===== src/rtl/core/mss_pkg.sv =====
// Shared types and constants for the maximum subarray sum block.
package mss_pkg;

    localparam int unsigned MAX_LEN_DEF = 1024;
    localparam int unsigned VALUE_W     = 32;
    localparam int unsigned BEST_W      = 41;

    localparam logic [BEST_W-1:0] BEST_SUM_MAX = '1;

    typedef enum logic [1:0] {
        ST_LOAD,
        ST_SCAN,
        ST_DONE
    } t_state;

    // Sequencer commands to the scan unit.
    typedef struct packed {
        logic clear;
        logic step;
    } t_scan_ctl;

endpackage


===== src/rtl/core/mss_scan.sv =====
// Scan unit: one shared add/compare step per stored word, tracks best run.
module mss_scan #(
    parameter int unsigned ADDR_W = 10,
    parameter int unsigned SUM_W  = 43
) (
    input  logic                               i_clk,
    input  logic                               i_rst_n,
    input  mss_pkg::t_scan_ctl                 i_ctl,
    input  logic signed [mss_pkg::VALUE_W-1:0] i_value,
    input  logic [ADDR_W-1:0]                  i_k,
    output logic [mss_pkg::BEST_W-1:0]         o_best_sum,
    output logic signed [mss_pkg::VALUE_W-1:0] o_start_value,
    output logic signed [mss_pkg::VALUE_W-1:0] o_end_value
);
    import mss_pkg::*;

    localparam int unsigned EXT_W = (SUM_W > BEST_W + 1) ? SUM_W : BEST_W + 1;

    logic                      r_found;
    logic                      r_zero_seen;
    logic signed [SUM_W-1:0]   r_cur;
    logic [ADDR_W-1:0]         r_st_idx;
    logic signed [VALUE_W-1:0] r_st_val;
    logic signed [SUM_W-1:0]   r_best;
    logic [ADDR_W-1:0]         r_best_idx;
    logic signed [VALUE_W-1:0] r_best_sv;
    logic signed [VALUE_W-1:0] r_best_ev;
    logic signed [VALUE_W-1:0] r_first_val;
    logic signed [VALUE_W-1:0] r_last_val;

    logic                      restart;
    logic signed [SUM_W-1:0]   run;
    logic [ADDR_W-1:0]         st_idx;
    logic signed [VALUE_W-1:0] st_val;
    logic                      upd;
    logic [EXT_W-1:0]          best_ext;

    // A negative running sum means the run restarts at this word; zero keeps
    // the earlier start so ties go to the smaller start.
    always_comb begin
        restart = r_cur[SUM_W-1];
        run     = (restart ? SUM_W'(0) : r_cur) + SUM_W'(i_value);
        st_idx  = restart ? i_k : r_st_idx;
        st_val  = restart ? i_value : r_st_val;
        upd     = (run > r_best) ||
                  (r_found && (run == r_best) && (st_idx < r_best_idx));
    end

    always_ff @(posedge i_clk) begin
        if (!i_rst_n) begin
            r_found     <= 1'b0;
            r_zero_seen <= 1'b0;
        end else if (i_ctl.clear) begin
            r_found     <= 1'b0;
            r_zero_seen <= 1'b0;
        end else if (i_ctl.step) begin
            if (upd) begin
                r_found <= 1'b1;
            end
            if (i_value == '0) begin
                r_zero_seen <= 1'b1;
            end
        end
    end

    always_ff @(posedge i_clk) begin
        if (i_ctl.clear) begin
            r_cur  <= '1;
            r_best <= '0;
        end else if (i_ctl.step) begin
            r_cur      <= run;
            r_st_idx   <= st_idx;
            r_st_val   <= st_val;
            r_last_val <= i_value;
            if (i_k == '0) begin
                r_first_val <= i_value;
            end
            if (upd) begin
                r_best     <= run;
                r_best_idx <= st_idx;
                r_best_sv  <= st_val;
                r_best_ev  <= i_value;
            end
        end
    end

    // Best is never negative, so zero-extend and clamp to the output width.
    always_comb begin
        best_ext = EXT_W'(unsigned'(r_best));
        if (best_ext > EXT_W'(BEST_SUM_MAX)) begin
            o_best_sum = BEST_SUM_MAX;
        end else begin
            o_best_sum = best_ext[BEST_W-1:0];
        end
        if (r_found) begin
            o_start_value = r_best_sv;
            o_end_value   = r_best_ev;
        end else if (r_zero_seen) begin
            o_start_value = '0;
            o_end_value   = '0;
        end else begin
            o_start_value = r_first_val;
            o_end_value   = r_last_val;
        end
    end

`ifndef SYNTHESIS
    a_found_positive: assert property (@(posedge i_clk) disable iff (!i_rst_n)
        r_found |-> (!r_best[SUM_W-1] && (r_best != '0)))
        else $error("best run flagged but sum not positive");

    a_ctl_exclusive: assert property (@(posedge i_clk) disable iff (!i_rst_n)
        $onehot0({i_ctl.clear, i_ctl.step}))
        else $error("scan clear and step in the same cycle");
`endif

endmodule


===== config.mk =====
export PLATFORM = sky130hd
export DESIGN_NAME = mss_scan
export DESIGN_NICKNAME = d
export VERILOG_FILES = /design/src/rtl/core/mss_pkg.sv /design/src/rtl/core/mss_scan.sv
export SDC_FILE = /design/constraint.sdc
export NUM_CORES = 1
export LEC_CHECK = 0
export BUFFER_PORTS_ARGS = -buffer_cell sky130_fd_sc_hd__buf_4
export CAP_MARGIN = 15
export CORE_MARGIN = 5
export CORE_UTILIZATION = 44
export CTS_CLUSTER_SIZE = 25
export DETAILED_ROUTE_END_ITERATION = 6
export PLACE_DENSITY = 0.7
export SLEW_MARGIN = 5
export SYNTH_ARGS = -nofsm -noshare
export SYNTH_HDL_FRONTEND = slang
export SYNTH_SLANG_ARGS = --single-unit

===== constraint.sdc =====
create_clock -name i_clk -period 21 [get_ports i_clk]
set_clock_uncertainty 0.15 [all_clocks]
set_input_delay 4.2 -clock i_clk [delete_from_list [all_inputs] [get_ports i_clk]]
set_output_delay 4.2 -clock i_clk [all_outputs]
set_load 0.005 [all_outputs]

Word level (Yosys, flattened, before mapping)

Index checks and enable logic that the tools add are counted.
Widths: inputs -> output; s select.

Register bits: 268
Bits of input ports: 46
Output and inout port bits: 105
Word-level logic and storage cells: 37

Add/sub/neg operators: 1
$lt $le $gt $ge: 3
Eq/ne operators: 1
Mux-type cells: 8
Bitwise operators: 2
Reductions and logical operators: 11

Operators with widths:

| kind                 | number |
|---|---|
| $mux 32              | 5 |
| $add 43x32->43       | 1 |
| $eq 43x43->1         | 1 |
| $gt 43x41->1 const B | 1 |
| $gt 43x43->1         | 1 |
| $mux 42              | 1 |
| $mux 41              | 1 |
| $logic_not 32->1     | 1 |
| $logic_not 10->1     | 1 |
| $lt 10x10->1         | 1 |
| $mux 10              | 1 |
| $reduce_and 2->1     | 3 |
| $reduce_and 3->1     | 2 |
| $logic_and 1x1->1    | 2 |
| $not 1->1            | 2 |
| $reduce_or 2->1      | 1 |
| $logic_or 1x1->1     | 1 |

Logic depth before layout (Yosys ltp)

Word-level depth: 7
Gate-level depth with buffers: 26
Mapped depth without buffers: 22

Worst setup path before layout

Ideal clock, no wire load.

Kind: in2reg
Start: in i_value[0] (netlist name)
End: reg r_best_ev[0] (enable)
Library setup time: 0.558 ns
Data arrival time: 12.348 ns
Data required time: 20.292 ns
Path slack: 7.944 ns
Stages: 19
Buffers on the path: 0
Cell sequence: ha_1 inv_1 fa_1 nor2b_1 o211ai_1 a211o_1 o2111ai_1 nand3_1 a21oi_1 o21ai_0 and2_1 ha_1 and3_1 a221oi_1 o21ai_0 a2111oi_0 o21ai_0 or4b_2 a31oi_1

Word-level cells in the longest chain between the ends: 6
Elaborated cells on any way between the ends: 7
Classes of those cells: add/sub: 1; order compare: 1; eq/ne: 1; reduce/logical: 4

Ends and longest elaborated chain:

| element                                                              | line           | RTL |
|---|---|---|
| from (decl)                                                          | mss_scan.sv:9  | `input logic signed [mss_pkg::VALUE_W-1:0] i_value,` |
| $add 43x32->43 *                                                     | mss_scan.sv:42 | `run = (restart ? SUM_W'(0) : r_cur) + SUM_W'(i_value);` |
| via run[30]                                                          | mss_scan.sv:32 | `logic signed [SUM_W-1:0] run;` |
| parallel branches: the longest is 3 deep, another holds $gt 43x43->1 | -              |  |
| $logic_or 1x1->1 *                                                   | mss_scan.sv:45 | `upd = (run > r_best) \|\|` |
| $reduce_and 3->1 (no source line) *                                  | -              |  |
| to (signal assigned)                                                 | mss_scan.sv:82 | `r_best_ev <= i_value;` |
| to (decl)                                                            | mss_scan.sv:27 | `logic signed [VALUE_W-1:0] r_best_ev;` |

Mark *: on every way through the listed nets, which the timed path passes.
A chain may end at the register's enable or synchronous reset.

Final worst setup path

Start: in i_value[0] (netlist name)
End: reg r_best[20] (netlist: best_ext[20])

Word-level cells in the longest chain between the ends: 6
Elaborated cells on any way between the ends: 7
Classes of those cells: add/sub: 1; order compare: 1; eq/ne: 1; reduce/logical: 4

Ends and longest elaborated chain:

| element                                                              | line           | RTL |
|---|---|---|
| $add 43x32->43 *                                                     | mss_scan.sv:42 |  |
| via run[34]                                                          | mss_scan.sv:32 |  |
| parallel branches: the longest is 3 deep, another holds $gt 43x43->1 | -              |  |
| $logic_or 1x1->1 *                                                   | mss_scan.sv:45 |  |
| $reduce_and 2->1 (no source line) *                                  | -              |  |
| to (signal assigned)                                                 | mss_scan.sv:79 | `r_best <= run;` |
| to (decl)                                                            | mss_scan.sv:24 | `logic signed [SUM_W-1:0] r_best;` |

Marked as above.

==> results.toml <==
[status]
status = "complete, no violations"

[global_routing]
grt_pass1_wl_um = 56390
grt_usage_pct = 19.26
grt_pass1_vias = 10330
grt_antenna_before_repair = 0
gr-total-overflow = 0
grt_start_max_net_pins = 67

[sta]
setup_violations = 0
drv_slew = 0
finalHoldViolations = 0
max_freq_mhz = 93.91
period_share_pct = 50.71
slew_headroom_pct = 38.12
worstMarginPinSlew_ns = 0.9281
finalSetupTns_ns = 0
rsz0062_at_grt = "no"
fin_crit_ns = 10.65

[yosys]
seq_area_frac_synth_pct = 50.87
synth_edf_count = 180
synth_largest_area_cell = "edfxtp_1"
synth_top_area_share_pct = 38.36
syn_inst = 1271
ys_seq_elements = 268
async_flop_share_pct = 0
syn_area_mm2 = 0.01409
ys_warn_count = 0
synth_area_leaders = "edfxtp_1 38%, dfxtp_1 13%, ha_1 8.3%"
syn_avg_cell_area_um2 = 11.09
syn_nets = 1412
ys_types = 62
ys.flop_type = "edfxtp_1"

[pwr]
power-per-cell-area_mw_per_mm2 = 105.1
peakVddDrop_mv = 0.06840
p_leak_nw = 6.829

[detailed_routing]
drt-initial-drc-count = 664
via_per_inst = 5.671
drcViolationCount = 0
num_vias = 10350
wl_per_cell_um = 19.48
drtAntennaViolNets = 0
finalWirelength_um = 35560
firstDrtPassIters = 5

[worst_setup_path]
cp-start-kind = "primary input"
cpPeakStageDelay_ns = 0.61
path_cells = "buf_4 -> ha_1 -> inv_1 -> fa_1 -> nor2b_1 -> o211ai_1 -> a211o_1 -> o2111ai_1 -> nand3_1 -> a2111oi_0 -> o21ai_0 -> and2_1 -> ha_1 -> nand3_1 -> nor4_1 -> or3b_1 -> or4_1 -> a2111o_1 -> nand3_2 -> buf_4 -> mux2i_1 -> nor2_1"
cp-end-kind = "flop"
critPathSlowestCell = "a2111oi_0"
required_ns = 21.25
arrival_ns = 10.89
path_class = "in2reg"
cp_max_fo = 26

[layout]
syn2layout_area_growth_pct = 16.95
final_cell_mix = "180 x edfxtp_1, 160 x buf_4, 94 x ha_1"
layoutNonFillerInstCount = 1825
nets = 1541
layout_commonest_cell = "edfxtp_1"
utilization_pct = 52.22
diodes = 0
fillers = 2787
final_layout_size_suffix_gt1_share_pct = 17.78

[floorplan]
die_area_mm2 = 0.03570
rows = 65
core_mm2 = 0.03156
start_util_pct = 44.65
die_y_um = 188.9
die_width_um = 188.9
ioPinCount = 151

[placement]
numPortBuffers = 150
post-dp-hpwl_um = 24470
gp_congestion = 0.9963
dpl.cell_count = 1770

[hold_path]
hold_class = "reg2reg"

[cts]
cts_buffer_depth = 3
numCtsBuffers = 29
cts.clk_slew.worst_paths_ns = 0.06
cts-root-buf = "clkbuf_16"
hold_buffers = 0
cts_tree = "done"
cts.sinks = 268
h-tree-depth = 1
clock_latency_ns = 0.56
post_cts_buffers = 0
ctsResizeCount = 0

[flow_run]
cap_violations = 0
-- per-stage QoR --
step	power [mW]	hold slack [ns]	worst slack, ns	instance area, µm²
2_1_floorplan	1.035	0.2832	7.944	14090
3_3_place_gp	1.227	0.2947	10.18	15520
3_5_place_dp	1.242	0.2976	9.952	15520
4_1_cts	1.743	0.3125	10.49	16450
5_1_grt	1.836	0.3318	9.955	16480
6_report	1.732	0.3112	10.35	16480
-- where the power goes --
group          total (mW)  switching, mW  leakage (nW)  internal [mW]
registers           0.660         0.0253          2.39          0.634
logic               0.573          0.320          4.01          0.254
clock network       0.499          0.207         0.435          0.291
total                1.73          0.552          6.83           1.18
-- layer usage --
metal  vias to the layer above  global-route usage, %  part of all wire, %
li1                       4988                      -                    -
met1                      4996                  26.87                   45
met2                       310                  31.70                   47
met3                        56                  3.355                  6.4
met4                         0                  4.232                  1.9
met5                         -                      0                    0
-- registers in the layout (all words and copies together), names as in the netlist --
register     cells
best_ext        43
r_cur           43
r_best_ev       32
r_best_sv       32
r_first_val     32
r_last_val      32
r_st_val        32
r_best_idx      10
r_st_idx        10
r_found          1
r_zero_seen      1
-- synth_stat cells (5+ instances only) --
library cell / count
a211o_1: 8
a211oi_1: 7
a21boi_0: 5
a21o_1: 26
a21oi_1: 74
a22o_1: 64
a31oi_1: 7
and2_1: 9
and3_1: 5
buf_1: 8
clkbuf_1: 50
dfxtp_1: 88
edfxtp_1: 180
ha_1: 94
inv_1: 68
mux2_2: 42
mux2i_1: 71
nand2_1: 82
nand2b_1: 8
nand3_1: 63
nand4_1: 20
nor2_1: 63
nor2b_1: 55
nor3_1: 11
nor4_1: 13
o211ai_1: 9
o21a_1: 9
o21ai_0: 42
o21bai_1: 6
or3_1: 6
xnor2_1: 19
xor2_1: 16
-- kinds of logic (layout without fill, tap and decap cells) --
group                    after synthesis  count (layout)  share of synthesized area, %
AO/OA/AOI/OAI                        280             280                         13.67
XOR/XNOR                              35              35                         2.176
adder cells (fa/ha/maj)               95              95                         8.489
buffers and inverters                132             284                         3.996
flip-flops                           268             268                         50.87
multiplexers                         113             113                         8.401
AND/OR/NAND/NOR                      348             348                         12.41
-- worst paths after layout --
path | from | endpoint | slack, ns | cells after the start
worst max-delay path | i_value[0] | best_ext[20] | 10.35 | 22
worst min-delay path | best_ext[36] | best_ext[36] | 0.31 | 2
worst max register to register | r_cur[42] | best_ext[20] | 13.01 | 21
worst min register to register | best_ext[36] | best_ext[36] | 0.31 | 2
-- layout make-up --
cell class / count / area, µm² / share of cell area, %
Tap cell: 402 / 503.0 / 3.052
Clock buffer: 38 / 759.5 / 4.609
Clock inverter: 16 / 166.4 / 1.010
Sequential cell: 268 / 7172 / 43.52
Multi-Input combinational cell: 871 / 6390 / 38.78
Inverter: 69 / 259.0 / 1.572
Timing Repair Buffer: 161 / 1229 / 7.456
-- worst max-delay path, delay by kind of cell --
family / cells / cell delay (ns)
AO/OA/AOI/OAI: 6 / 2.05
adder cells (fa/ha/maj): 3 / 0.94
buffers and inverters: 3 / 0.73
multiplexers: 1 / 0.24
AND/OR/NAND/NOR: 9 / 2.69
(Power assumes the default switching activity.)
