`config.mk`:
```
export PLATFORM = sky130hd
export DESIGN_NAME = mss_ctrl
export DESIGN_NICKNAME = d
export VERILOG_FILES = /design/src/rtl/core/mss_pkg.sv /design/src/rtl/core/mss_ctrl.sv
export SDC_FILE = /design/constraint.sdc
export NUM_CORES = 1
export LEC_CHECK = 0
export ABC_AREA = 1
export BUFFER_PORTS_ARGS = -buffer_cell sky130_fd_sc_hd__buf_2
export CELL_PAD_IN_SITES_DETAIL_PLACEMENT = 1
export CELL_PAD_IN_SITES_GLOBAL_PLACEMENT = 1
export CORE_AREA = 2 2 62 108
export DETAILED_ROUTE_END_ITERATION = 10
export DIE_AREA = 0 0 64 110
export PLACE_DENSITY_LB_ADDON = 0.1
export SETUP_SLACK_MARGIN = 0.3
export SLEW_MARGIN = 10
export SYNTH_ARGS = -nofsm -noshare
export SYNTH_HDL_FRONTEND = slang
export SYNTH_SLANG_ARGS = --single-unit
```
`constraint.sdc`:
```
create_clock -name i_clk -period 1.4 [get_ports i_clk]
set_input_delay 0.28 -clock i_clk [delete_from_list [all_inputs] [get_ports i_clk]]
set_output_delay 0.28 -clock i_clk [all_outputs]
set_load 0.005 [all_outputs]
```
`src/rtl/core/mss_pkg.sv`:
```
// Shared types and constants for the maximum subarray sum block.
package mss_pkg;

    localparam int unsigned MAX_LEN_DEF = 1024;
    localparam int unsigned VALUE_W     = 32;
    localparam int unsigned BEST_W      = 41;

    localparam logic [BEST_W-1:0] BEST_SUM_MAX = '1;

    typedef enum logic [1:0] {
        ST_LOAD,
        ST_SCAN,
        ST_DONE
    } t_state;

    // Sequencer commands to the scan unit.
    typedef struct packed {
        logic clear;
        logic step;
    } t_scan_ctl;

endpackage

```
`src/rtl/core/mss_ctrl.sv`:
```
// Sequencer: loads words into the store, then walks it through the scan unit.
module mss_ctrl #(
    parameter int unsigned MAX_LEN = 1024,
    parameter int unsigned ADDR_W  = 10,
    parameter int unsigned CNT_W   = 11
) (
    input  logic                i_clk,
    input  logic                i_rst_n,
    input  logic                i_in_valid,
    output logic                o_in_ready,
    input  logic                i_is_last,
    output logic                o_out_valid,
    input  logic                i_out_ready,
    output logic                o_we,
    output logic [ADDR_W-1:0]   o_waddr,
    output logic                o_re,
    output logic [ADDR_W-1:0]   o_raddr,
    output mss_pkg::t_scan_ctl  o_ctl,
    output logic [ADDR_W-1:0]   o_k
);
    import mss_pkg::*;

    t_state             r_state;
    t_state             n_state;
    logic [CNT_W-1:0]   r_count;
    logic [CNT_W-1:0]   n_count;
    logic [CNT_W-1:0]   r_rd_idx;
    logic [CNT_W-1:0]   n_rd_idx;
    logic               r_rd_vld;
    logic               r_rd_last;
    logic [ADDR_W-1:0]  r_rd_k;
    logic               room;
    logic               issue;
    logic               clear;

    always_ff @(posedge i_clk) begin
        if (!i_rst_n) begin
            r_state <= ST_LOAD;
        end else begin
            r_state <= n_state;
        end
    end

    always_comb begin
        n_state     = r_state;
        n_count     = r_count;
        n_rd_idx    = r_rd_idx;
        o_in_ready  = 1'b0;
        o_out_valid = 1'b0;
        o_we        = 1'b0;
        o_re        = 1'b0;
        clear       = 1'b0;
        room        = r_count < CNT_W'(MAX_LEN);
        issue       = r_rd_idx != r_count;
        unique case (r_state)
            ST_LOAD: begin
                o_in_ready = 1'b1;
                if (i_in_valid) begin
                    // Drop words once the store is full.
                    if (room) begin
                        o_we    = 1'b1;
                        n_count = CNT_W'(r_count + CNT_W'(1));
                    end
                    if (i_is_last) begin
                        n_state  = ST_SCAN;
                        n_rd_idx = '0;
                        clear    = 1'b1;
                    end
                end
            end
            ST_SCAN: begin
                if (issue) begin
                    o_re     = 1'b1;
                    n_rd_idx = CNT_W'(r_rd_idx + CNT_W'(1));
                end
                if (r_rd_vld && r_rd_last) begin
                    n_state = ST_DONE;
                end
            end
            ST_DONE: begin
                o_out_valid = 1'b1;
                if (i_out_ready) begin
                    n_state = ST_LOAD;
                    n_count = '0;
                end
            end
            default: begin
                n_state = ST_LOAD;
            end
        endcase
    end

    always_ff @(posedge i_clk) begin
        if (!i_rst_n) begin
            r_count  <= '0;
            r_rd_idx <= '0;
            r_rd_vld <= 1'b0;
        end else begin
            r_count  <= n_count;
            r_rd_idx <= n_rd_idx;
            r_rd_vld <= o_re;
        end
    end

    always_ff @(posedge i_clk) begin
        r_rd_last <= CNT_W'(r_rd_idx + CNT_W'(1)) == r_count;
        r_rd_k    <= r_rd_idx[ADDR_W-1:0];
    end

    assign o_waddr   = r_count[ADDR_W-1:0];
    assign o_raddr   = r_rd_idx[ADDR_W-1:0];
    assign o_k       = r_rd_k;
    assign o_ctl     = '{clear: clear, step: r_rd_vld};

`ifndef SYNTHESIS
    a_count_bound: assert property (@(posedge i_clk) disable iff (!i_rst_n)
        r_count <= CNT_W'(MAX_LEN))
        else $error("word count beyond store depth");

    a_read_bound: assert property (@(posedge i_clk) disable iff (!i_rst_n)
        (r_state == ST_SCAN) |-> (r_rd_idx <= r_count))
        else $error("scan read index ran past word count");

    a_done_idle: assert property (@(posedge i_clk) disable iff (!i_rst_n)
        (r_state == ST_DONE) |-> (!r_rd_vld && !o_re))
        else $error("store read active while result is held");
`endif

endmodule
```
# After elaboration in Yosys (flattened, before gate mapping)
# Index checks and enable logic that the tools add are counted.
[op_classes]
addsub = 2
n_lt_le_gt_ge = 1
n_eq_ne = 10
muxes = 23
reduce_logical = 7
[op_table]
columns = ["cell", "n"]
rows = [
  ["two-way mux 11 bit", 6],
  ["one-hot mux 11 bit (2 select lines)", 2],
  ["adder 11 x 1 -> 11 bit, second input constant", 2],
  ["!= test 2 bit, second input constant", 6],
  ["AND reduction 4 bit", 3],
  ["== test 11 bit", 1],
  ["less-than comparator 11 bit, second input constant", 1],
  ["!= test 11 bit", 1],
  ["two-way mux 1 bit", 10],
  ["two-way mux 2 bit", 4],
  ["one-hot mux 2 bit (3 select lines)", 1],
  ["nonzero test 2 bit", 2],
  ["== test 2 x 1 -> 1 bit, second input constant", 1],
  ["== test 2 bit, second input constant", 1],
  ["logical NOT 2 bit", 1],
  ["logical AND 1 bit", 1],
]
[word_totals]
reg_bits = 36
in_bits = 5
out_inout_bits = 36
wordCells = 49

# Logic depth before layout (Yosys ltp)
[logic_depth]
depth_word = 4
mapped_depth = 12
ltp_nobuf = 11

# Least setup slack after synthesis
# No wires, ideal clock.
[synth_timing]
path_kind = "reg2reg"
from = "register r_rd_idx[1]"
to = "register r_rd_last"
setup_time_ns = 0.064
t_arrival_ns = 1.377
required_time_ns = 1.336
slack_ns = -0.041
path_stages_with_launch = 12
n_path_buf = 0
synth_period_minus_slack_ns = 1.441
path_cell_list = "dfxtp_1 > ha_1 > nand2_1 > nor2_4 > nand3_2 > inv_2 > nand2_1 > nand2_1 > nand2_1 > nor2_1 > nand3_1 > nor2_1"
[synth_between]
elab_chain_len = 2
[synth_lines]
columns = ["element", "line", "text"]
rows = [
  ["start: declaration", "mss_ctrl.sv:27", "logic [CNT_W-1:0] r_rd_idx;"],
  ["start signal: assignment", "mss_ctrl.sv:100", "r_rd_idx <= n_rd_idx;"],
  ["adder 11 x 1 -> 11 bit", "mss_ctrl.sv:106", "r_rd_last <= CNT_W'(r_rd_idx + CNT_W'(1)) == r_count;"],
  ["== test 11 bit", "mss_ctrl.sv:106", ""],
  ["end signal: assignment", "mss_ctrl.sv:106", ""],
  ["end: declaration", "mss_ctrl.sv:30", "logic r_rd_last;"],
]
# Every way passes these cells.
# A chain may end at the register's enable or synchronous reset.

# Final worst setup path
# Same ends and word-level chain as after synthesis.

==> results.md <==
- The flow ran to the end, but the final reports show violations.
- The checks that failed: setup timing.
- The maximum level of the CTS H-tree is 2.
- The worst hold path was traced through 3 stages.
- CTS saw 36 sinks.
- After the last flow step, the layout net total stands at 445.
- IR analysis of the VDD net gives a maximum drop of 0.6350 mV.
- The number of remaining DRC errors is 0.
- In this run, synthesis inferred 0 flip-flops with an integrated enable.
- The synthesized netlist contains 33 unique library cells.
- The cell count after synthesis is 307.
- Measured against its own limit, the worst slew margin works out to 79.68%.
- The most common flop cell mapped by yosys is sky130_fd_sc_hd__dfxtp_1.
- In this design, the stage delay of the slowest critical-path cell is 0.37 ns.
- The number of nets still failing antenna checks after routing is 0.
- The share of the core filled with cells is 63.28%.
- Entering global routing, the biggest net connects 14 pins.
- The synthesized netlist net count is 314.
- The startpoint identified for the worst register-to-register timing path is r_rd_idx[1]$_SDFFE_PN0P_.
- The root buffer cell chosen for the clock tree is sky130_fd_sc_hd__clkbuf_8.
- The setup TNS after final layout is -4.024 ns.
- The floorplan step set the die height to 110 um.
- The worst setup path is launched from a flip-flop.
- Of all flip-flops after synthesis, the portion carrying an async set or reset was 0%.
- The number of CTS-inserted buffers is 5.
- The residual overflow from global routing is 0.
- The critical path goes through buf_6, ha_4, xor2_1, nor2_1, o21ai_0, nor2_1, nand4_1, nor2_1.
- The share of final-layout standard cells stronger than drive strength 1 is 61.73%.
- The count of endpoints failing hold in the final timing report came to 0.
- The data required time of the worst path is 1.64 ns.
- The detailed placer's ending HPWL is 5.065 mm.
- The final non-filler cell area is 0.003881 sq mm.
- The count of synthesis-stage warnings from yosys is 0.
- The placeable core area is 0.006133 sq mm.
- 0 antenna diodes ended up in the layout.
- The final estimated routing congestion in global placement is 0.8333.
- The via density per instance is 4.940.
- The transition at the pin with the smallest max-transition slack is 0.3016 ns.
- The number of buffers added on ports is 40.
- Setup repair after global routing could not meet its margin everywhere.
- Based on the critical path, the design can be clocked at up to 576.3 MHz.
- The worst register-to-register path has a depth of 8.
- The number of slew-limit violations in the final report is 0.
- The slack of the critical path is -0.3351 ns.
- In this run the worst hold path is classified as input pin to flip-flop.
- The worst setup path is captured at a flip-flop.
- The number of antenna violations at the first check in global routing is 0.
- The launch point of the worst hold path is i_rst_n.
- The initial utilization of the core area, before any placement, comes to 33.50%.
- The clock insertion delay at the later pin of the skew report is 0.30 ns.
- The worst setup path is of the flip-flop to flip-flop kind.
- The reg2reg setup slack is -0.34 ns.
- The cell count after placement is 464.
- Setup violations remaining at the end of the flow were counted as 27.
- Summing the sequential cell areas from Yosys gives 35.08% of the chip area.
- Power spread over the standard cell area amounts to 857.6 mW/mm^2.
- The post-synthesis register bit count is 36.
- On the final layout, the worst clock skew is 0.008231 ns.
- The clock passes through at most 2 buffers.
- The number of placement rows is 38.
- The mean cell area of the mapped netlist is 6.692 sq um.
- In this run the cell area measured after placement is 0.002721 sq mm.
- The die is 64 um wide.
- The first global-routing pass estimated 12.10 mm of wire.
- The sink of the worst hold path is r_count[9]$_SDFFE_PN0P_.
- Max-cap violations in this run came to 0.
- The mapped netlist covers 0.002054 sq mm.
- The most repeated library cell on the critical path is sky130_fd_sc_hd__nor2_1.
- The via count of the first global-routing pass is 2535.
- The worst register-to-register path ends at r_rd_last$_DFF_P_.
- The total detailed-routing wirelength is 9.937 mm.
- The critical path's slowest cell is sky130_fd_sc_hd__dfxtp_4.
- The total die area is 0.007040 sq mm.
- Counting I/O delays and the setup requirement, the final critical path takes 1.735 ns.
- The clock slew at the register clock pins of the worst setup and hold paths is 0.08 ns.
- The number of non-filler instances in the completed layout is 519.
- The via total after detailed routing is 2564.
- TritonCTS built the clock tree.
- In this run the count of I/O pins placed on the die edge is 41.
- The first routing iteration left 113 violations.
- The data arrival time of the critical path is 1.98 ns.
- The largest fanout on the critical path is 4.
- The static leakage is 1.864 nW.
- The total routing usage reported by global routing is 22.58%.
- The post-route fraction of the period consumed by the critical path is 123.9%.
- After filler insertion, the fill cell instance count of the layout stands at 712.
- The number of iterations in the first detailed-routing pass is 4.
- Dividing the detail-routed wire length by the instance count gives 19.15 um.
- Together, buffers and inverters on the worst path number 1.
- The category of cells accounting for the largest share of critical-path delay is simple AND/OR/NAND/NOR gates.
- The area growth from synthesis to layout is 88.92%.
## cell usage in the layout (no fill, tap or decap), drive strengths merged
cell type	n
nand4	4
or2	1
inv	34
a21oi	18
nor3	4
a211oi	1
nand3b	1
ha	2
nand2	90
a31oi	1
buf	151
o22ai	1
clkinv	1
nor2	42
o21ai	7
nor3b	3
xnor2	2
xor2	6
clkbuf	8
dfxtp	36
nand3	26
## worst max path at each step
| stage | end | slack (ns) | cells past startpoint | startpoint |
|---|---|---|---|---|
| floorplan | o_re | -0.01 | 8 | r_rd_idx[6]$_SDFFE_PN0P_ |
| CTS | o_re | -0.27 | 9 | r_count[7]$_SDFFE_PN0P_ |
| global placement | r_rd_last$_DFF_P_ | -0.16 | 11 | r_rd_idx[1]$_SDFFE_PN0P_ |
| finish | r_rd_last$_DFF_P_ | -0.34 | 8 | r_rd_idx[1]$_SDFFE_PN0P_ |
| detailed placement | r_rd_last$_DFF_P_ | -0.16 | 11 | r_rd_idx[1]$_SDFFE_PN0P_ |
| global route | r_rd_last$_DFF_P_ | -0.40 | 12 | r_rd_idx[0]$_SDFFE_PN0P_ |
## synthesized netlist by cell type (3+ instances only)
cell                       n  share of area [%]
sky130_fd_sc_hd__nand3_1  24                5.8
sky130_fd_sc_hd__inv_1    33                6.0
sky130_fd_sc_hd__nor2_2    5                1.5
sky130_fd_sc_hd__nand2_1  87                 16
sky130_fd_sc_hd__nor3b_1   3                1.1
sky130_fd_sc_hd__o21ai_0   6                1.5
sky130_fd_sc_hd__dfxtp_1  36                 35
sky130_fd_sc_hd__buf_4    22                8.0
sky130_fd_sc_hd__xor2_1    6                2.6
sky130_fd_sc_hd__nor2_1   36                6.6
sky130_fd_sc_hd__nor3_1    3               0.73
sky130_fd_sc_hd__a21oi_1  18                4.4
sky130_fd_sc_hd__nand4_1   3               0.91
## registers in the layout (all words and copies together) (netlist names)
name and cells:
o_k 10, r_count 11, r_rd_idx 11, r_rd_last 1, r_rd_vld 1, r_state 2
## routing by layer
metal,wire [um],track usage [%]
met3,285,3.452
met1,3668,23.34
met5,0,0
met4,362,10.25
met2,5620,43.75
## cells by family (layout without fill, tap and decap cells)
logic type,Yosys count,count (layout),share of synthesized area (%)
AO/OA/AOI/OAI,28,28,7.065
XOR/XNOR,8,8,3.776
adder cells (fa/ha/maj),2,2,1.218
buffers and inverters,62,194,15.83
flip-flops,36,36,35.08
AND/OR/NAND/NOR,171,171,37.03
## final cells by class
type	instances	area, sq um	area share [%]
Tap cell	80	100.1	2.579
Clock buffer	8	90.09	2.321
Multi-Input combinational cell	209	1375	35.43
Timing Repair Buffer	151	1385	35.69
Sequential cell	36	785.8	20.25
Inverter	35	145.1	3.740
## where the power goes
group / internal [mW] / switching, mW
clock: 0.402 / 0.405
combinational: 0.686 / 0.643
sequential: 1.11 / 0.0827
total: 2.20 / 1.13
## worst reg2reg max path: stages, from the launching register on
cell and delay, ns:
sky130_fd_sc_hd__dfxtp_4 0.37, sky130_fd_sc_hd__buf_6 0.13, sky130_fd_sc_hd__ha_4 0.24, sky130_fd_sc_hd__xor2_1 0.15, sky130_fd_sc_hd__nor2_1 0.14, sky130_fd_sc_hd__o21ai_0 0.16, sky130_fd_sc_hd__nor2_1 0.22, sky130_fd_sc_hd__nand4_1 0.14
sky130_fd_sc_hd__nor2_1 0.14
## repair_timing
action | 4_1_cts | 5_1_grt
buffers inserted | 22 | 25
resized for setup | 108 | 87
pin swaps | 29 | 35
hold buffers | 0 | 0
setup endpoints to repair | 49 | 51
## metrics by stage
stage	hold WS [ns]	setup WS (ns)	power, mW
global placement	0.4864	-0.1566	1.961
detailed placement	0.4668	-0.1551	1.979
CTS	0.3409	-0.2658	3.043
finish	0.4179	-0.3351	3.329
floorplan	0.3524	-0.01441	1.657
global route	0.4337	-0.4037	3.471
No activity file was read; power rests on OpenSTA's default activity.
